<file path="config.mk">
export PLATFORM = sky130hd
export DESIGN_NAME = sem_lane
export DESIGN_NICKNAME = d
export VERILOG_FILES = /design/src/sv/sobel_energy_map_top_macros.svh /design/src/sv/sem_pkg.sv /design/src/sv/sem_lane.sv
export SDC_FILE = /design/constraint.sdc
export NUM_CORES = 1
export LEC_CHECK = 0
export BUFFER_PORTS_ARGS = -buffer_cell sky130_fd_sc_hd__buf_2
export CORE_ASPECT_RATIO = 2
export CORE_UTILIZATION = 40
export DETAILED_ROUTE_END_ITERATION = 6
export GPL_TIMING_DRIVEN = 0
export PLACE_DENSITY = 0.6
export SLEW_MARGIN = 10
export SYNTH_ARGS = -nofsm -noshare
export SYNTH_HDL_FRONTEND = slang
export SYNTH_SLANG_ARGS = --single-unit
</file>
<file path="constraint.sdc">
create_clock -name aclk -period 12.7 [get_ports aclk]
set_clock_uncertainty 0.1 [all_clocks]
set_input_delay 1.27 -clock aclk [delete_from_list [all_inputs] [get_ports aclk]]
set_output_delay 1.27 -clock aclk [all_outputs]
set_load 0.005 [all_outputs]
</file>
<file path="src/sv/sobel_energy_map_top_macros.svh">
// ----------------------------------------------------------------------------
// sobel_energy_map_top_macros
// assertion macros for the energy map block, empty in synthesis
// ----------------------------------------------------------------------------
`ifndef SOBEL_ENERGY_MAP_TOP_MACROS_SVH
`define SOBEL_ENERGY_MAP_TOP_MACROS_SVH

`ifndef SYNTHESIS
`define SEM_ASSERT_IMP(lbl, clk, rstn, ante, cons) \
    lbl: assert property (@(posedge clk) disable iff (!rstn) (ante) |-> (cons)) \
        else $error("assertion failed");
`define SEM_ASSERT_NXT(lbl, clk, rstn, ante, cons) \
    lbl: assert property (@(posedge clk) disable iff (!rstn) (ante) |=> (cons)) \
        else $error("assertion failed");
`else
`define SEM_ASSERT_IMP(lbl, clk, rstn, ante, cons)
`define SEM_ASSERT_NXT(lbl, clk, rstn, ante, cons)
`endif

`endif

</file>
<file path="src/sv/sem_pkg.sv">
// ----------------------------------------------------------------------------
// sem_pkg
// shared beat types and codes of the sobel energy map
// ----------------------------------------------------------------------------
package sem_pkg;

    localparam int ENERGY_W = 19;
    localparam int CH_W     = 3;
    localparam int IDX_W    = 2;
    localparam int CFG_W    = 16;
    localparam int IMG_W_W  = 11;
    localparam int IMG_H_W  = 16;

    localparam logic [IDX_W-1:0] CFG_IDX_WIDTH    = 2'd0;
    localparam logic [IDX_W-1:0] CFG_IDX_HEIGHT   = 2'd1;
    localparam logic [IDX_W-1:0] CFG_IDX_CHANNELS = 2'd2;

    localparam logic CMD_PIXEL = 1'b0;
    localparam logic CMD_DRAIN = 1'b1;

    typedef struct packed {
        logic       command;
        logic [7:0] chan3;
        logic [7:0] chan2;
        logic [7:0] chan1;
        logic [7:0] chan0;
    } sem_in_t;

    typedef struct packed {
        logic [ENERGY_W-1:0] energy;
        logic                frame_end;
    } sem_out_t;

    typedef struct packed {
        logic start;
        logic lc_left;
        logic mc_right;
    } sem_lane_ctrl_t;

endpackage

</file>
<file path="src/sv/sem_lane.sv">
// ----------------------------------------------------------------------------
// sem_lane
// one channel: sobel gradients, squared sum, bit-serial square root
// ----------------------------------------------------------------------------
module sem_lane #(
    parameter int FRACTION_BITS = 8,
    parameter int ROOT_W        = (21 + 2 * FRACTION_BITS + 1) / 2
) (
    input  logic                    aclk,
    input  logic                    aresetn,
    input  sem_pkg::sem_lane_ctrl_t ctrl,
    input  logic [8:0][7:0]         win,
    output logic [ROOT_W-1:0]       root,
    output logic                    done
);
    import sem_pkg::*;

    localparam int SQ_W  = 21;
    localparam int RAD_W = 2 * ROOT_W;
    localparam int REM_W = ROOT_W + 2;
    localparam int CNT_W = $clog2(ROOT_W + 1);

    logic [9:0]        l_col, r_col, t_row, b_row;
    logic [9:0]        ax, ay;
    logic [19:0]       px, py;
    logic [SQ_W-1:0]   sq;
    logic [7:0]        s_tl, s_ml, s_bl, s_tm, s_bm;

    logic [RAD_W-1:0]  rad_reg;
    logic [REM_W-1:0]  rem_reg;
    logic [ROOT_W-1:0] root_reg;
    logic [CNT_W-1:0]  cnt_reg;
    logic              busy_reg, done_reg;

    logic [REM_W+1:0]  rem2, trial, diff;
    logic              ge;

    always_comb begin
        s_tl  = ctrl.lc_left ? win[0] : win[1];
        s_ml  = ctrl.lc_left ? win[3] : win[4];
        s_bl  = ctrl.lc_left ? win[6] : win[7];
        s_tm  = ctrl.mc_right ? win[2] : win[1];
        s_bm  = ctrl.mc_right ? win[8] : win[7];
        l_col = 10'(s_tl) + {1'b0, s_ml, 1'b0} + 10'(s_bl);
        r_col = 10'(win[2]) + {1'b0, win[5], 1'b0} + 10'(win[8]);
        t_row = 10'(s_tl) + {1'b0, s_tm, 1'b0} + 10'(win[2]);
        b_row = 10'(s_bl) + {1'b0, s_bm, 1'b0} + 10'(win[8]);
        ax    = (r_col >= l_col) ? r_col - l_col : l_col - r_col;
        ay    = (b_row >= t_row) ? b_row - t_row : t_row - b_row;
        px    = 20'(ax) * 20'(ax);
        py    = 20'(ay) * 20'(ay);
        sq    = {1'b0, px} + {1'b0, py};
        rem2  = {rem_reg, rad_reg[RAD_W-1 -: 2]};
        trial = {2'b00, root_reg, 2'b01};
        ge    = rem2 >= trial;
        diff  = rem2 - trial;
    end

    always_ff @(posedge aclk) begin
        if (!aresetn) begin
            busy_reg <= 1'b0;
            done_reg <= 1'b0;
            cnt_reg  <= '0;
        end else begin
            done_reg <= 1'b0;
            if (ctrl.start) begin
                busy_reg <= 1'b1;
                cnt_reg  <= CNT_W'(ROOT_W);
            end else if (busy_reg) begin
                cnt_reg <= cnt_reg - 1'b1;
                if (cnt_reg == CNT_W'(1)) begin
                    busy_reg <= 1'b0;
                    done_reg <= 1'b1;
                end
            end
        end
    end

    always_ff @(posedge aclk) begin
        if (ctrl.start) begin
            rad_reg  <= RAD_W'(sq) << (2 * FRACTION_BITS);
            rem_reg  <= '0;
            root_reg <= '0;
        end else if (busy_reg) begin
            rad_reg  <= rad_reg << 2;
            rem_reg  <= ge ? diff[REM_W-1:0] : rem2[REM_W-1:0];
            root_reg <= {root_reg[ROOT_W-2:0], ge};
        end
    end

    assign root = root_reg;
    assign done = done_reg;

endmodule

</file>
; ---- Yosys cells after proc, flatten, opt, wreduce, memory -nomap -nowiden
; Index checks and enable logic that the tools add are counted.
; W data, S select, Z words.
[classes]
n_bitwise = 2
n_eq_ne = 1
reduce_logical = 3
order_cmp = 3
n_mux = 16
mul = 2
addsub = 15
[op_table]
columns = cell, n
row1 = $mux W37, 2
row2 = $add A10 B8 Y10, 4
row3 = $add A8 B9 Y10, 4
row4 = $mul A10 B10 Y20, 2
row5 = $mux W8, 5
row6 = $sub A10 B10 Y10, 4
row7 = $ge A23 B21 Y1, 1
row8 = $add A20 B20 Y21, 1
row9 = $mux W21, 1
row10 = $sub A21 B21 Y21, 1
row11 = $ge A10 B10 Y1, 2
row12 = $mux W10, 2
row13 = $mux W5, 2
row14 = $eq A5 B1 Y1 const B, 1
row15 = $sub A5 B1 Y5 const B, 1
row16 = $mux W1, 4
row17 = $reduce_or A3 Y1, 1
row18 = $not A1 Y1, 2
row19 = $reduce_bool A2 Y1, 1
row20 = $reduce_or A2 Y1, 1
[totals]
out_inout_bits = 20
regBits = 69

; ---- Depth between registers and ports, before layout
[depth]
ltp_word = 8
depth_mapped = 46
depth_no_buf = 43

; ---- Worst setup path after synthesis
; OpenSTA, ideal clock, no wires.
[synth_path]
path_kind = input port to flip-flop
startpoint = input port ctrl[1] (netlist name)
endpoint = register rad_reg[35], data pin
path_slack_ns = 0.770
path_buffers = 2
setup_time_ns = 0.271
arrival_ns = 11.560
stages = 39
cell_sequence = clkbuf_1 > clkbuf_1 > mux2_2 > fa_1 > ha_1 > fa_1 > a21o_1 > a21oi_1 > o21bai_1 > a21oi_1 > xnor2_1 > ha_1 > nand2_1 > o21ai_0 > o41ai_4 > a2111oi_0 > o31ai_1 > a222oi_1 > [3 not listed] > fa_1 > inv_1 > fa_1 > fa_1 > fa_1 > fa_1 > inv_1 > fa_1 > inv_1 > ha_1 > a21oi_1 > nand2b_1 > o211ai_1 > o41ai_1 > o21ai_0 > o41ai_1 > xor2_1 > a21oi_1
[synth_via]
elab_chain_cells = 8
word_cells_on_any_way = 21
cone_classes = 11 x add/sub / 2 x mul / 2 x order compare / 6 x mux
[synth_lines]
columns = element, line_no
row1 = start: declaration, sem_lane.sv:11  ; input sem_pkg::sem_lane_ctrl_t ctrl,
row2 = $mux W8 (on tied branches), "sem_lane.sv:39, sem_lane.sv:40, sem_lane.sv:41"
row3 = $add A8 B9 Y10 (on tied branches), "sem_lane.sv:44, sem_lane.sv:46, sem_lane.sv:47"
row4 = $add A10 B8 Y10 (on tied branches), "sem_lane.sv:44, sem_lane.sv:46, sem_lane.sv:47"
row5 = $sub A10 B10 Y10 (tied with other cells), sem_lane.sv:48  ; ax = (r_col >= l_col) ? r_col - l_col : l_col - r_col;
row6 = $mux W10 (on tied branches), "sem_lane.sv:48, sem_lane.sv:49"
row7 = $mul A10 B10 Y20 (on tied branches), "sem_lane.sv:50, sem_lane.sv:51"
row8 = $add A20 B20 Y21 *, sem_lane.sv:52  ; sq = {1'b0, px} + {1'b0, py};
row9 = $mux W37 *, sem_lane.sv:80  ; if (ctrl.start) begin
row10 = end signal: assignment, sem_lane.sv:81  ; rad_reg <= RAD_W'(sq) << (2 * FRACTION_BITS);
row11 = end signal: assignment, sem_lane.sv:85  ; rad_reg <= rad_reg << 2;
row12 = end: declaration, sem_lane.sv:29  ; logic [RAD_W-1:0] rad_reg;
; Every way passes the cells marked *; elsewhere a longest branch is shown, timed or not.
; A chain may end at the register's enable or synchronous reset.

; ---- Worst setup path after layout
; Same ends and word-level chain as after synthesis.

==> impl_results.md <==
- Status: completed
- Row count: 94
- Vias in the first global route: 11554
- Fmax: ~82 MHz
- Final worst slack: approximately 0.45 ns
- Commonest cells after routing, fill and taps aside: inv_1, ha_1, fa_1, nor2_1, buf_2
- Final min period: approximately 12 ns
- IO Pins: 97
- Post-synthesis sequential area ratio: 0.119
- Critical Path RT: about 13 ns
- Cts hold-fix bufs: 0
- Via density: between 5 and 6
- Fillcell total: 3180
- Most common cell on crit path: fa_1
- Clock-pin transition on the worst setup and hold timing paths: around 0.050 ns
- Die ar.: around 0.034 mm^2
- RSZ-0062 raised after global routing: yes
- H-tree depth: 3
- Total grt overflow: 0
- Commonest non-fill, non-tap cell in the layout: inv_1
- Post-synth EDFFs: 21
- Ys Warns: 0
- Clock sinks: between 60 and 70
- Wirelength per Cell: about 17 um
- First-pass GRT wire length: ~55000 um
- Synthesized instance count: about 1500
- Final ANT Viol Nets: 0
- # port buffers: 94
- Cell variety after synth: 66
- Worst hold slack: between 0.3 and 0.4 ns
- Total track usage: 0.215
- Drt total wl: around 35000 um
- Most common flop cell mapped by yosys: dfxtp_1
- Worst path max stage delay: 0.54 ns
- Violation count after the first detailed-route iteration: between 200 and 300
- Max Slew Vio Count: 0
- Worst slew margin: 0.418
- Syn Nets: about 1900
- Final HPWL DP: between 30000 and 40000 um
- Root Buffer: clkbuf_16
- Kind of critical path: primary input to flip-flop
- Synth top area share: 0.249
- Worst Path Arrival: between 10 and 15 ns
- RD Place Congestion: 0.927
- CTS tree: yes
- Clock Latency Late Sink: 0.35 ns
- Yosys reg bits: a little under 70
- Initial core utilization: 0.406
- Final nets: approximately 2000
- CTS buffer count: 9
- Die X: about 130 um
- Chip height: 260 um
- Synth async-reset ratio: 0
- DRC viols: 0
- Slew @ Worst Pin: between 0.8 and 0.9 ns
- Initial antenna violation count: 0
- CORE AREA: about 0.033 mm^2
- Setup crit start kind: primary input
- Area growth, synth to finish: 12.0%
- Final hold vios: 0
- Yosys top cell by area: fa_1
- Fraction of layout cells with a size suffix above 1: 0.155
- HP Class: flip-flop to flip-flop
- Register Area: ~0.0016 mm^2
- # diodes: 0
- Max cap viols: 0
- Part of the cycle the worst path needs: 0.965
- Vias: 10607
- Dpl ws: -1.43 ns
- Drt first pass iters: 4
- Largest fanout on the critical path: 10
- Syn Area/Cell: approximately 9.1 um^2
- Synth Cell Area: around 0.013 mm^2
- Clock Path Buffers: 2
- Footprint of the multi-input gates: ~0.011 mm^2
- Area contributors post-synth: fa_1, ha_1, inv_1
- Critical path's slowest cell: fa_1
- Kind of end point of the critical path: flip-flop
- Setup TNS: 0 ns
- Pin count of the biggest net entering global routing: 22
- Max reg flops: 22
- Final setup violating endpoints: 0
## cells in the mapped netlist, drive strengths merged (18+ instances only)
| library cell | instances |
|---|---|
| nand2 | 50 |
| nor2b | 19 |
| o21ai | 38 |
| nand2b | 26 |
| fa | 166 |
| mux2 | 57 |
| a21o | 29 |
| o21bai | 22 |
| xor2 | 21 |
| ha | 184 |
| xnor2 | 65 |
| nor2 | 136 |
| inv | 266 |
| clkbuf | 32 |
| nor3 | 20 |
| a211oi | 18 |
| mux2i | 47 |
| edfxtp | 21 |
| dfxtp | 48 |
| a21oi | 67 |
## worst max-delay path, delay by kind of cell
family          cells  cell delay (ns)
fa+ha+maj          12             5.43
compound gates     17             3.34
buf+inv             9             1.10
mux                 1             0.40
xor+xnor            2             0.37
simple gates        2             0.32
## timing repair
item | in CTS | in global routing
setup endpoints to repair | 10 | 9
gates cloned | 0 | 0
endpoints found under the hold margin | 0 | 0
resized for setup | 22 | 39
pin swaps | 2 | 6
setup buffers | 3 | 6
## cells by family (layout without fill, tap and decap cells)
logic type	count (synthesis)	count (layout)	synth area share
compound gates	237	237	0.120
xor+xnor	86	86	0.0571
fa+ha+maj	350	350	0.422
buf+inv	307	426	0.0873
flops	69	69	0.119
mux	104	104	0.0835
simple gates	310	310	0.111
## per-layer routing
metal / up-vias / track usage / wire (um)
met5: - / 0 / 0
met4: 0 / 0.158 / 2640
met3: 112 / 0.0169 / 740
met2: 260 / 0.452 / 20900
met1: 5180 / 0.171 / 10700
li1: 5055 / - / -
## area by class of cell
class	instances	share of cell area
timing repair buffer	103	0.0360
clock inverter	7	0.00285
tap	432	0.0362
sequential	69	0.107
buffer	41	0.0129
clock buffer	9	0.0151
multi-input combinational	1087	0.723
inverter	266	0.0669
## stage by stage
| step | cell area (um^2) | cells | util |
|---|---|---|---|
| after floorplan | 13300 | 1463 | - |
| after global placement | 14300 | 1989 | 0.437 |
| after detailed placement | 14400 | 1989 | 0.437 |
| after CTS | 14700 | 2008 | 0.449 |
| after global routing | 14900 | 2014 | 0.455 |
| final | 14900 | 2014 | 0.455 |
## path summary, 6_finish.rpt
check,startpoint,end,slack (ns),depth (start not counted)
max,ctrl[1],rad_reg[35],0.45,43
min,rad_reg[35],rad_reg[37],0.39,2
max reg2reg,root[0],rem_reg[12],8.90,13
min reg2reg,rad_reg[35],rad_reg[37],0.39,2
Power is not shown: default switching activity piles up to over one toggle a cycle in this logic, so the estimate is an artifact.
