===== config.mk =====
export PLATFORM = sky130hd
export DESIGN_NAME = sem_merge
export DESIGN_NICKNAME = d
export VERILOG_FILES = /design/src/sv/sobel_energy_map_top_macros.svh /design/src/sv/sem_pkg.sv /design/src/sv/sem_merge.sv
export SDC_FILE = /design/constraint.sdc
export NUM_CORES = 1
export LEC_CHECK = 0
export BUFFER_PORTS_ARGS = -buffer_cell sky130_fd_sc_hd__buf_2
export CAP_MARGIN = 20
export CORE_MARGIN = 5
export CORE_UTILIZATION = 24
export CTS_CLUSTER_DIAMETER = 200
export DETAILED_ROUTE_END_ITERATION = 10
export PLACE_DENSITY = 0.41
export SYNTH_ARGS = -nofsm -noshare
export SYNTH_HDL_FRONTEND = slang
export SYNTH_SLANG_ARGS = --single-unit
export TNS_END_PERCENT = 100

===== constraint.sdc =====
create_clock -name aclk -period 21.5 [get_ports aclk]
set_input_delay 2.15 -clock aclk [delete_from_list [all_inputs] [get_ports aclk]]
set_output_delay 2.15 -clock aclk [all_outputs]
set_load 0.02 [all_outputs]

===== src/sv/sobel_energy_map_top_macros.svh =====
// ----------------------------------------------------------------------------
// sobel_energy_map_top_macros
// assertion macros for the energy map block, empty in synthesis
// ----------------------------------------------------------------------------
`ifndef SOBEL_ENERGY_MAP_TOP_MACROS_SVH
`define SOBEL_ENERGY_MAP_TOP_MACROS_SVH

`ifndef SYNTHESIS
`define SEM_ASSERT_IMP(lbl, clk, rstn, ante, cons) \
    lbl: assert property (@(posedge clk) disable iff (!rstn) (ante) |-> (cons)) \
        else $error("assertion failed");
`define SEM_ASSERT_NXT(lbl, clk, rstn, ante, cons) \
    lbl: assert property (@(posedge clk) disable iff (!rstn) (ante) |=> (cons)) \
        else $error("assertion failed");
`else
`define SEM_ASSERT_IMP(lbl, clk, rstn, ante, cons)
`define SEM_ASSERT_NXT(lbl, clk, rstn, ante, cons)
`endif

`endif


===== src/sv/sem_pkg.sv =====
// ----------------------------------------------------------------------------
// sem_pkg
// shared beat types and codes of the sobel energy map
// ----------------------------------------------------------------------------
package sem_pkg;

    localparam int ENERGY_W = 19;
    localparam int CH_W     = 3;
    localparam int IDX_W    = 2;
    localparam int CFG_W    = 16;
    localparam int IMG_W_W  = 11;
    localparam int IMG_H_W  = 16;

    localparam logic [IDX_W-1:0] CFG_IDX_WIDTH    = 2'd0;
    localparam logic [IDX_W-1:0] CFG_IDX_HEIGHT   = 2'd1;
    localparam logic [IDX_W-1:0] CFG_IDX_CHANNELS = 2'd2;

    localparam logic CMD_PIXEL = 1'b0;
    localparam logic CMD_DRAIN = 1'b1;

    typedef struct packed {
        logic       command;
        logic [7:0] chan3;
        logic [7:0] chan2;
        logic [7:0] chan1;
        logic [7:0] chan0;
    } sem_in_t;

    typedef struct packed {
        logic [ENERGY_W-1:0] energy;
        logic                frame_end;
    } sem_out_t;

    typedef struct packed {
        logic start;
        logic lc_left;
        logic mc_right;
    } sem_lane_ctrl_t;

endpackage


===== src/sv/sem_merge.sv =====
// ----------------------------------------------------------------------------
// sem_merge
// sums the used lanes and divides by the channel count, one bit a cycle
// ----------------------------------------------------------------------------
module sem_merge #(
    parameter int MAX_CHANNELS = 4,
    parameter int ROOT_W       = 20,
    parameter int SUM_W        = ROOT_W + $clog2(MAX_CHANNELS)
) (
    input  logic                                aclk,
    input  logic                                aresetn,
    input  logic                                start,
    input  logic [sem_pkg::CH_W-1:0]            nch,
    input  logic [MAX_CHANNELS-1:0][ROOT_W-1:0] roots,
    output logic [SUM_W-1:0]                    quot,
    output logic                                done
);
    import sem_pkg::*;

    localparam int CNT_W = $clog2(SUM_W + 1);

    logic [SUM_W-1:0] sum;
    logic [SUM_W-1:0] div_reg;
    logic [CH_W-1:0]  rem_reg;
    logic [CNT_W-1:0] cnt_reg;
    logic             busy_reg, done_reg;
    logic [CH_W:0]    rem2, dvs;
    logic             ge;

    always_comb begin
        sum = '0;
        for (int i = 0; i < MAX_CHANNELS; i++) begin
            if (CH_W'(i) < nch) begin
                sum = sum + SUM_W'(roots[i]);
            end
        end
        rem2 = {rem_reg, div_reg[SUM_W-1]};
        dvs  = {1'b0, nch};
        ge   = rem2 >= dvs;
    end

    always_ff @(posedge aclk) begin
        if (!aresetn) begin
            busy_reg <= 1'b0;
            done_reg <= 1'b0;
            cnt_reg  <= '0;
        end else begin
            done_reg <= 1'b0;
            if (start) begin
                busy_reg <= 1'b1;
                cnt_reg  <= CNT_W'(SUM_W);
            end else if (busy_reg) begin
                cnt_reg <= cnt_reg - 1'b1;
                if (cnt_reg == CNT_W'(1)) begin
                    busy_reg <= 1'b0;
                    done_reg <= 1'b1;
                end
            end
        end
    end

    always_ff @(posedge aclk) begin
        if (start) begin
            div_reg <= sum;
            rem_reg <= '0;
        end else if (busy_reg) begin
            div_reg <= {div_reg[SUM_W-2:0], ge};
            rem_reg <= ge ? CH_W'(rem2 - dvs) : rem2[CH_W-1:0];
        end
    end

    assign quot = div_reg;
    assign done = done_reg;

endmodule


# Word-level counts from Yosys, hierarchy flattened
# Index checks and enable logic that the tools add are counted.
# totals
register_bits	32
input_bits	86
# op_classes
n_bitwise	2
eq_ne	1
n_reduce_logical	3
magnitude_cmp	5
n_addsub	5
mux	13
# ops
cell	count
two-way mux 22 bit	5
adder 22 x 20 -> 22 bit	3
two-way mux 20 bit	1
two-way mux 5 bit	2
< comparator 1 x 3 -> 1 bit (first input constant)	2
< comparator 2 x 3 -> 1 bit (first input constant)	2
== test 5 x 1 -> 1 bit (second input constant)	1
subtractor 5 x 1 -> 5 bit (second input constant)	1
>= comparator 4 x 3 -> 1 bit	1
two-way mux 1 bit	4
two-way mux 3 bit	1
OR reduction 3 bit	1
subtractor 3 bit	1
NOT 1 bit	2
nonzero test 2 bit	1
OR reduction 2 bit	1

# Logic depth before layout (Yosys ltp)
# Gate-level depths: netlist of the first run.
# depth
word_depth	9
depth_mapped	38
mapped_depth_nobuf	33

# Least setup slack after synthesis of the first run
# No wires, ideal clock.
# synth_path
kind	input port to flip-flop
startpoint	input port nch[1] (netlist bit)
endpoint	register div_reg[21], in the netlist quot[21], data pin
t_arrival_ns	9.456
slack_ns	11.898
path_buffers	4
stages	36
setup_time_ns	0.146
path_cell_list	buf_6 -> or3_1 -> buf_6 -> clkbuf_1 -> clkbuf_1 -> and2_1 -> ha_1 -> fa_1 -> o21ai_0 -> o22ai_1 -> a21o_1 -> o211a_1 -> nor3_1 -> xnor2_1 -> o21ai_0 -> a22oi_1 -> inv_1 -> ha_1 -> a2111o_1 -> o21ai_0 -> nand3b_1 -> a21o_1 -> a21oi_1 -> xnor2_1 -> mux2_2 -> ha_1 -> nand4_1 -> nor2_1 -> a31oi_1 -> a31oi_1 -> and4_1 -> a2111oi_0 -> nor3b_1 -> mux2i_1 -> mux2_2 -> a21oi_1
# synth_via
elab_chain_len	9
word_cells_on_any_way	12
classes_between	add/sub: 3; order compare: 4; mux: 5
# synth_lines
element	line	source
from (decl)	sem_merge.sv:13	input logic [sem_pkg::CH_W-1:0] nch,
< comparator 1 x 3 -> 1 bit	sem_merge.sv:33	if (CH_W'(i) < nch) begin
two-way mux 20 bit	sem_merge.sv:33	
adder 22 x 20 -> 22 bit	sem_merge.sv:34	sum = sum + SUM_W'(roots[i]);
two-way mux 22 bit	sem_merge.sv:33	
adder 22 x 20 -> 22 bit	sem_merge.sv:34	
two-way mux 22 bit	sem_merge.sv:33	
adder 22 x 20 -> 22 bit	sem_merge.sv:34	
two-way mux 22 bit (*)	sem_merge.sv:33	
two-way mux 22 bit (*)	sem_merge.sv:63	if (start) begin
to (signal assigned)	sem_merge.sv:64	div_reg <= sum;
to (signal assigned)	sem_merge.sv:67	div_reg <= {div_reg[SUM_W-2:0], ge};
to (decl)	sem_merge.sv:23	logic [SUM_W-1:0] div_reg;
# Mark *: on every way between the ends. The rest lies on a longest branch, timed or not.
# A chain may end at the register's enable or synchronous reset.

# Worst setup path in the final report of the first run
# layout_path
startpoint	input port nch[2] (netlist bit)
endpoint	register div_reg[21], in the netlist quot[21], data pin
# Same word-level chain as after synthesis.

==> impl_metrics.json, run 1 <==
{
  "outcome": "completed",
  "ys_seq_area_frac": 0.1608,
  "ctsResizeCount": 0,
  "worstHoldPathCells": 2,
  "crit_path_start_kind": "primary input",
  "fin_crit_ps": 10110,
  "fin_tns_setup_ps": 0,
  "cp.required_ps": 21630,
  "syn_nets": 854,
  "drc": 0,
  "clk_pin_slew_ps": 50,
  "synth_cell_types": 74,
  "criticalPathCategory": "in2reg",
  "ios": 109,
  "diodes": 0,
  "r2r_slack_ps": 19670,
  "netlist_area_um2": 5353,
  "grt_usage": 0.1344,
  "max_freq_mhz": 98.89,
  "cts.sinks": 32,
  "max_cap_violations": 0,
  "synthCells": 701,
  "layout_common_cells": "buf_2, nand2_1, nor2_1",
  "grt_pass1_vias": 5195,
  "p_per_area_nw_per_um2": 80.36,
  "hp-class": "reg2reg",
  "syn_avg_cell_area_um2": 7.636,
  "wl_mm": 17.68,
  "cp_slowest_cell": "fa_1",
  "vdd_ir_drop_max_mv": 0.02537,
  "largest_register_ffs": 22,
  "avgRoutedWirePerCell_um": 16.51,
  "hold-path-endpoint": "rem_reg[2]",
  "leakage_nw": 2.765,
  "worst_slack_ps": 11390,
  "postCtsSetupBuffers": 0,
  "num_rows": 54,
  "max_stage_delay_ps": 460,
  "drtIter0Drc": 350,
  "synth_edf_count": 22,
  "finalSetupViolations": 0,
  "layout_commonest_cell": "buf_2",
  "r2r-start": "quot[21]",
  "timing.rr.end": "rem_reg[0]",
  "crit_path_max_fanout": 25,
  "ys_warn_count": 0,
  "synth_seq_cells": 32,
  "grt-ovfl-total": 0,
  "cp.buffers_inverters": 3,
  "via_per_inst": 4.900,
  "async_reset_ff_frac": 0,
  "end_kind": "flip-flop",
  "floorplan.die_area_um2": 25390,
  "vias": 5248,
  "nNetsFinal": 943,
  "dp_hpwl_mm": 14.74,
  "rsz0062_at_grt": "false",
  "die_w_um": 159.3,
  "numCtsBuffers": 5,
  "synthFlopType": "edfxtp_1",
  "hold_buffers": 0,
  "core_area_um2": 21890,
  "final_core_util": 0.2869,
  "clock_skew_ps": 2.640,
  "hp-start": "rem_reg[2]",
  "io_buffers": 108,
  "antenna_left": 0,
  "drv_slew": 0,
  "post-place-ws_ps": 11140,
  "area_delta_synth_final_pct": 17.32,
  "grt_max_degree": 41,
  "post-route-period-util": 0.4703,
  "critPathTopFamily": "compound AO/OA/AOI/OAI gates",
  "gp_congestion": 0.8414,
  "timing_hold_violations_final": 0,
  "drt_first_pass_iters": 5,
  "die_h_um": 159.3,
  "drive_above_1_share": 0.1820,
  "maxSlewHeadroom": 0.3748,
  "cts_buffer_depth": 2,
  "cts_max_level": 2,
  "clock_latency_ps": 280,
  "root_buffer": "clkbuf_16",
  "fill_cells": 2439,
  "worstPathArrival_ps": 10240,
  "initial_core_util": 0.2445,
  "cts_tree": "done",
  "cp.depth": 34,
  "tightest_slew_ps": 935.5,
  "antenna_found_initial": 1,
  "reg2reg_depth": 9,
  "grt_pass1_wl_mm": 28.04
}
cells by family (layout without fill, tap and decap cells):
| family | count (synthesis) | count (layout) | synth area share |
|---|---|---|---|
| multiplexers | 22 | 22 | 0.04394 |
| buffers and inverters | 58 | 148 | 0.04511 |
| flip-flops | 32 | 32 | 0.1608 |
| AO/OA/AOI/OAI | 238 | 238 | 0.2964 |
| adder cells (fa/ha/maj) | 69 | 69 | 0.1662 |
| AND/OR/NAND/NOR | 226 | 226 | 0.1959 |
| XOR/XNOR | 56 | 56 | 0.09163 |
synth_stat cells (all sizes together), types with 3 or more instances:
master,number,area share
a21oi,67,0.065
xnor2,39,0.064
a21o,25,0.035
xor2,17,0.028
and2,18,0.021
nor3,15,0.014
dfxtp,10,0.037
and3,4,0.0047
mux2i,13,0.024
ha,63,0.15
a21boi,4,0.0056
buf,8,0.010
o21ai,49,0.046
nand2,76,0.053
o21bai,4,0.0056
edfxtp,22,0.12
o211ai,5,0.0070
o21a,8,0.011
nor2b,5,0.0058
or2,3,0.0035
clkbuf,22,0.015
a31oi,12,0.014
nor4,3,0.0035
o221a,3,0.0063
a2111oi,4,0.0077
nand4,5,0.0058
nand2b,4,0.0047
a221o,5,0.0094
nor2,67,0.047
inv,26,0.018
a211oi,16,0.022
o31ai,5,0.0070
nand3,10,0.0094
mux2,9,0.020
o22ai,4,0.0047
fa,4,0.015
or3,8,0.010
where the power goes:
group	leakage (nW)	switching, mW	internal [mW]	total [mW]
clock	0.0655	0.0249	0.0425	0.0674
combinational	2.40	0.196	0.148	0.344
sequential	0.302	0.00929	0.0842	0.0935
routing by layer:
| metal | up-vias | part of all wire | global-route usage |
|---|---|---|---|
| met5 | - | 0.00040 | 0 |
| met4 | 2 | 0.0077 | 0.01900 |
| met3 | 11 | 0.038 | 0.01579 |
| met2 | 109 | 0.44 | 0.2157 |
| met1 | 2355 | 0.51 | 0.1977 |
| li1 | 2771 | - | - |
worst register-to-register path: stages, from the launching register on:
cell,delay (ps)
edfxtp_1,420
inv_1,60
ha_1,190
fa_1,410
nand2_1,90
a211o_1,240
nor2_1,60
a21oi_1,130
mux2i_1,90
nor2_1,90
per-stage QoR:
step                      area, um2  hold slack (ps)  std cells  total power, mW
after floorplan                5353            462.7        701           0.3533
after global placement         6143            477.9       1063           0.4414
after detailed placement       6143            481.7       1063           0.4368
after CTS                      6280            490.6       1071           0.5072
after global routing           6280            507.7       1071           0.5529
final                          6280            488.1       1071           0.5047
cell type report:
cell class	instances	area [um2]	area share
Clock buffer	7	132.6	0.02112
Sequential cell	32	860.8	0.1371
Tap cell	280	350.3	0.05579
Clock inverter	1	3.754	0.0005977
Timing Repair Buffer	112	570.5	0.09085
Multi-Input combinational cell	611	4257	0.6778
Inverter	28	105.1	0.01674
how the worst max path moves through the flow:
stage	start	end	slack, ps
final	nch[2]	quot[21]	11390
after global routing	nch[2]	quot[21]	10560
after CTS	nch[2]	quot[21]	11390
after detailed placement	nch[2]	quot[21]	11140
after global placement	nch[2]	quot[21]	11310
after floorplan	nch[1]	quot[21]	11900
(Power assumes the default switching activity.)
==> inputs of run 2 (changes only) <==
--- a/config.mk
+++ b/config.mk
@@ -11,7 +11,7 @@
 export CORE_UTILIZATION = 24
 export CTS_CLUSTER_DIAMETER = 200
 export DETAILED_ROUTE_END_ITERATION = 10
-export PLACE_DENSITY = 0.41
+export PLACE_DENSITY = 0.43
 export SYNTH_ARGS = -nofsm -noshare
 export SYNTH_HDL_FRONTEND = slang
 export SYNTH_SLANG_ARGS = --single-unit
==> constraint.sdc (replaced) <==
create_clock -name aclk -period 8.65 [get_ports aclk]
set_input_delay 0.865 -clock aclk [delete_from_list [all_inputs] [get_ports aclk]]
set_output_delay 0.865 -clock aclk [all_outputs]
set_load 0.02 [all_outputs]
==> impl_metrics.json, run 2 (synthesis results as in run 1) <==
{
  "outcome": "completed",
  "intPower_uw": 694.8,
  "cts_tree": "done",
  "max_freq_mhz": 123.9,
  "clock_skew_ps": 3.261,
  "largest_register_ffs": 22,
  "hold_buffers": 0,
  "clkPwrFrac": 0.132,
  "criticalPathCategory": "in2reg",
  "diodes": 0,
  "gp_congestion": 0.8378,
  "drt_first_pass_iters": 6,
  "hp-class": "reg2reg",
  "fill_cells": 2434,
  "area_delta_synth_final_pct": 19.50,
  "cp.buffers_inverters": 1,
  "grt_pass1_wl_mm": 27.83,
  "crit_path_max_fanout": 6,
  "clock_latency_ps": 280,
  "end_kind": "flip-flop",
  "cts_buffer_depth": 2,
  "numCtsBuffers": 5,
  "worst_slack_ps": 579.9,
  "antenna_found_initial": 0,
  "avgRoutedWirePerCell_um": 16.40,
  "ff_latch_area_um2": 860.8,
  "crit_path_start_kind": "primary input",
  "nNetsFinal": 951,
  "reg2reg_depth": 7,
  "drive_above_1_share": 0.2003,
  "num_rows": 54,
  "switchingPower_uw": 577.7,
  "root_buffer": "clkbuf_16",
  "worstHoldPathCells": 2,
  "die_h_um": 159.3,
  "drc": 0,
  "clk_pin_slew_ps": 50,
  "grt-ovfl-total": 0,
  "drv_slew": 0,
  "post-place-ws_ps": -230.5,
  "holdWs_ps": 496.9,
  "rsz0062_at_grt": "false",
  "finalSetupViolations": 0,
  "layout_commonest_cell": "buf_2",
  "vdd_ir_drop_max_mv": 0.07746,
  "post-route-period-util": 0.9330,
  "critPathTopFamily": "compound AO/OA/AOI/OAI gates",
  "leakage_nw": 2.806,
  "crit_top_cell": "nand2_1",
  "grt_usage": 0.1333,
  "drtIter0Drc": 290,
  "io_buffers": 108,
  "placed_cells": 1070,
  "cp_slowest_cell": "or3_1",
  "initial_core_util": 0.2445,
  "switching_share": 0.4540,
  "core_area_um2": 21890,
  "via_per_inst": 4.934,
  "max_cap_violations": 0,
  "fin_cells": 1079,
  "antenna_left": 0,
  "max_stage_delay_ps": 420,
  "grt_pass1_vias": 5206,
  "cp.depth": 33,
  "fin_crit_ps": 8070,
  "timing_hold_violations_final": 0,
  "die_w_um": 159.3,
  "p_comb_frac": 0.684,
  "worstPathArrival_ps": 8070,
  "dp_hpwl_mm": 14.92,
  "ios": 109,
  "pwr-share-seq": 0.184,
  "multiInputGateArea_um2": 4313,
  "layout_common_cells": "buf_2, nand2_1, nor2_1",
  "floorplan.die_area_um2": 25390,
  "wl_mm": 17.70,
  "p_per_area_nw_per_um2": 198.9,
  "cts.sinks": 32,
  "tightest_slew_ps": 1001,
  "maxSlewHeadroom": 0.3308,
  "grt_max_degree": 41,
  "vias": 5324,
  "cp.required_ps": 8650,
  "cts_max_level": 2
}
-- run 2: power by group through the flow --
| stage | sequential [mW] | combinational [mW] | clock, mW |
|---|---|---|---|
| 2_1_floorplan | 0.264 | 0.614 | 0 |
| 3_3_place_gp | 0.237 | 0.856 | 0 |
| 3_5_place_dp | 0.237 | 0.850 | 0 |
| 4_1_cts | 0.234 | 0.855 | 0.174 |
| 5_1_grt | 0.238 | 0.983 | 0.180 |
| 6_report | 0.234 | 0.871 | 0.168 |
-- run 2: area by class of cell --
class                   instances  share of cell area
clock inverters                 1           0.0005869
well taps                     280             0.05477
flip-flops and latches         32              0.1346
multi-input cells             611              0.6743
repair buffers                120             0.09859
clock buffers                   7             0.02074
inverters                      28             0.01643
-- run 2: worst paths after layout --
path         slack (ps)          to       start
min                 500  rem_reg[2]  rem_reg[2]
max                 580    quot[21]      nch[1]
max reg2reg        6800  rem_reg[2]    quot[21]
min reg2reg         500  rem_reg[2]  rem_reg[2]
-- run 2: layer usage --
layer,GRT usage,vias to the layer above,part of all wire
met5,0,-,0
met4,0.01939,0,0.0092
met3,0.01605,13,0.044
met2,0.2149,131,0.44
met1,0.1950,2399,0.50
li1,-,2781,-
-- run 2: worst reg2reg max path, cell delays in order (launching register included) --
cell      delay (ps)
edfxtp_1         440
inv_1             70
ha_1             190
fa_1             390
nand2_1           80
a211o_1          230
mux2i_1          220
a211oi_1          90
-- run 2: per-stage QoR --
| stage | instance area [um2] | total power [mW] | utilization | TNS [ps] |
|---|---|---|---|---|
| finish | 6396 | 1.272 | 0.2922 | 0 |
| CTS | 6329 | 1.263 | 0.2891 | 0 |
| global placement | 6192 | 1.093 | 0.2829 | -119.9 |
| global route | 6396 | 1.400 | 0.2922 | 0 |
| detailed placement | 6192 | 1.087 | 0.2829 | -230.5 |
| floorplan | 5353 | 0.8782 | - | 0 |
-- run 2: timing repair --
action                     CTS  global route
setup buffers                0             1
setup endpoints to repair    0             3
hold endpoints to repair     0             0
resized for setup            0            16
==> inputs of run 3 (changes only) <==
--- a/config.mk
+++ b/config.mk
@@ -7,6 +7,7 @@
 export LEC_CHECK = 0
 export BUFFER_PORTS_ARGS = -buffer_cell sky130_fd_sc_hd__buf_2
 export CAP_MARGIN = 20
+export CORE_ASPECT_RATIO = 0.8
 export CORE_MARGIN = 5
 export CORE_UTILIZATION = 24
 export CTS_CLUSTER_DIAMETER = 200
==> impl_metrics.json, run 3 (synthesis results as in run 1) <==
{
  "wl_mm": 18.08,
  "avgRoutedWirePerCell_um": 16.43,
  "timing_hold_violations_final": 0,
  "hp-class": "reg2reg",
  "drv_slew": 0,
  "core_area_um2": 21740,
  "layout_common_cells": "buf_2, nand2_1, nor2_1",
  "holdWs_ps": 496.1,
  "die_h_um": 143.6,
  "max_freq_mhz": 124.0,
  "post-place-ws_ps": 18.25,
  "numCtsBuffers": 5,
  "placed_cell_area_um2": 6228,
  "vdd_ir_drop_max_mv": 0.08082,
  "post-route-period-util": 0.9324,
  "hp-start": "rem_reg[2]",
  "cp_slowest_cell": "fa_1",
  "hold-path-endpoint": "rem_reg[2]",
  "drc": 0,
  "clock_latency_ps": 280,
  "floorplan.die_area_um2": 25410,
  "tightest_slew_ps": 986.8,
  "grt_pass1_vias": 5169,
  "p_per_area_nw_per_um2": 198.8,
  "crit_path_max_fanout": 6,
  "max_stage_delay_ps": 470,
  "grt_pass1_wl_mm": 28.58,
  "layout_commonest_cell": "buf_2",
  "crit_path_start_kind": "primary input",
  "worstPathArrival_ps": 8200,
  "outcome": "completed",
  "dp_hpwl_mm": 15.16,
  "nNetsFinal": 952,
  "vias": 5392,
  "cts_max_level": 2,
  "drtIter0Drc": 267,
  "cts.sinks": 32,
  "largest_register_ffs": 22,
  "end_kind": "flip-flop",
  "critPathLaunch": "nch[1]",
  "timing.rr.end": "rem_reg[0]",
  "worstHoldPathCells": 2,
  "leakage_nw": 2.813,
  "via_per_inst": 4.902,
  "cts_tree": "done",
  "grt_max_degree": 41,
  "drt_first_pass_iters": 4,
  "cts_buffer_depth": 2,
  "ios": 109,
  "antenna_left": 0,
  "io_buffers": 108,
  "num_rows": 48,
  "final_area_um2": 6420,
  "initial_core_util": 0.2462,
  "fin_total_pwr_mw": 1.276,
  "maxSlewHeadroom": 0.3405,
  "clock_skew_ps": 7.459,
  "area_delta_synth_final_pct": 19.94,
  "cp.required_ps": 8790,
  "worst_slack_ps": 584.3,
  "antenna_found_initial": 0,
  "finalSetupViolations": 0,
  "placed_cells": 1091,
  "gp_congestion": 0.8123,
  "root_buffer": "clkbuf_16",
  "hold_buffers": 0,
  "diodes": 0,
  "grt-ovfl-total": 0,
  "grt_usage": 0.1404,
  "r2r-start": "quot[21]",
  "fin_crit_ps": 8066,
  "r2r_slack_ps": 6760,
  "clk_pin_slew_ps": 60,
  "reg2reg_depth": 9,
  "drive_above_1_share": 0.2038,
  "die_w_um": 177.0,
  "criticalPathCategory": "in2reg",
  "fin_cells": 1100,
  "max_cap_violations": 0
}
run 3: cell types whose count changed in the layout (fill, tap and decap cells not counted), moves of 2 or more:
cell,before,now
a21oi_2,3,5
a2111oi_2,1,3
o21ai_1,5,3
a21oi_1,64,62
run 3: per-layer routing:
layer | track usage | part of all wire | vias up
met5 | 0 | 0 | -
met1 | 0.2130 | 0.54 | 2468
met4 | 0.008954 | 0.0039 | 0
met2 | 0.2172 | 0.41 | 124
met3 | 0.02472 | 0.045 | 7
li1 | - | - | 2793
run 3: worst max path at each step:
| stage | to |
|---|---|
| finish | quot[21] |
| detailed placement | quot[21] |
| global route | quot[21] |
| global placement | quot[21] |
| CTS | quot[21] |
| floorplan | quot[21] |
run 3: power breakdown:
group | internal, mW | switching (mW)
logic | 0.381 | 0.488
clock network | 0.106 | 0.0640
registers | 0.210 | 0.0263
run 3: layout make-up:
cell class	count	area (um2)
Fill cell	2432	15320
Multi-Input combinational cell	611	4303
Sequential cell	32	860.8
Timing Repair Buffer	121	638.1
Tap cell	300	375.4
Clock buffer	7	132.6
Inverter	28	105.1
Clock inverter	1	5.005
run 3: through the flow:
step           TNS [ps]  utilization
3_5_place_dp          0       0.2865
6_report              0       0.2953
3_3_place_gp          0       0.2865
5_1_grt          -23.93       0.2953
4_1_cts               0       0.2928
2_1_floorplan         0            -
run 3: critical path, delay by kind of cell:
| kind | cells | cell delay [ps] |
|---|---|---|
| simple gates | 7 | 1610 |
| compound gates | 15 | 3310 |
| fa+ha+maj | 4 | 1300 |
| buf+inv | 2 | 190 |
| mux | 3 | 650 |
| xor+xnor | 2 | 280 |
run 3: repair_timing:
item                       in CTS  in global routing
buffers inserted                0                  1
setup endpoints to repair       0                  3
resized for setup               0                 14
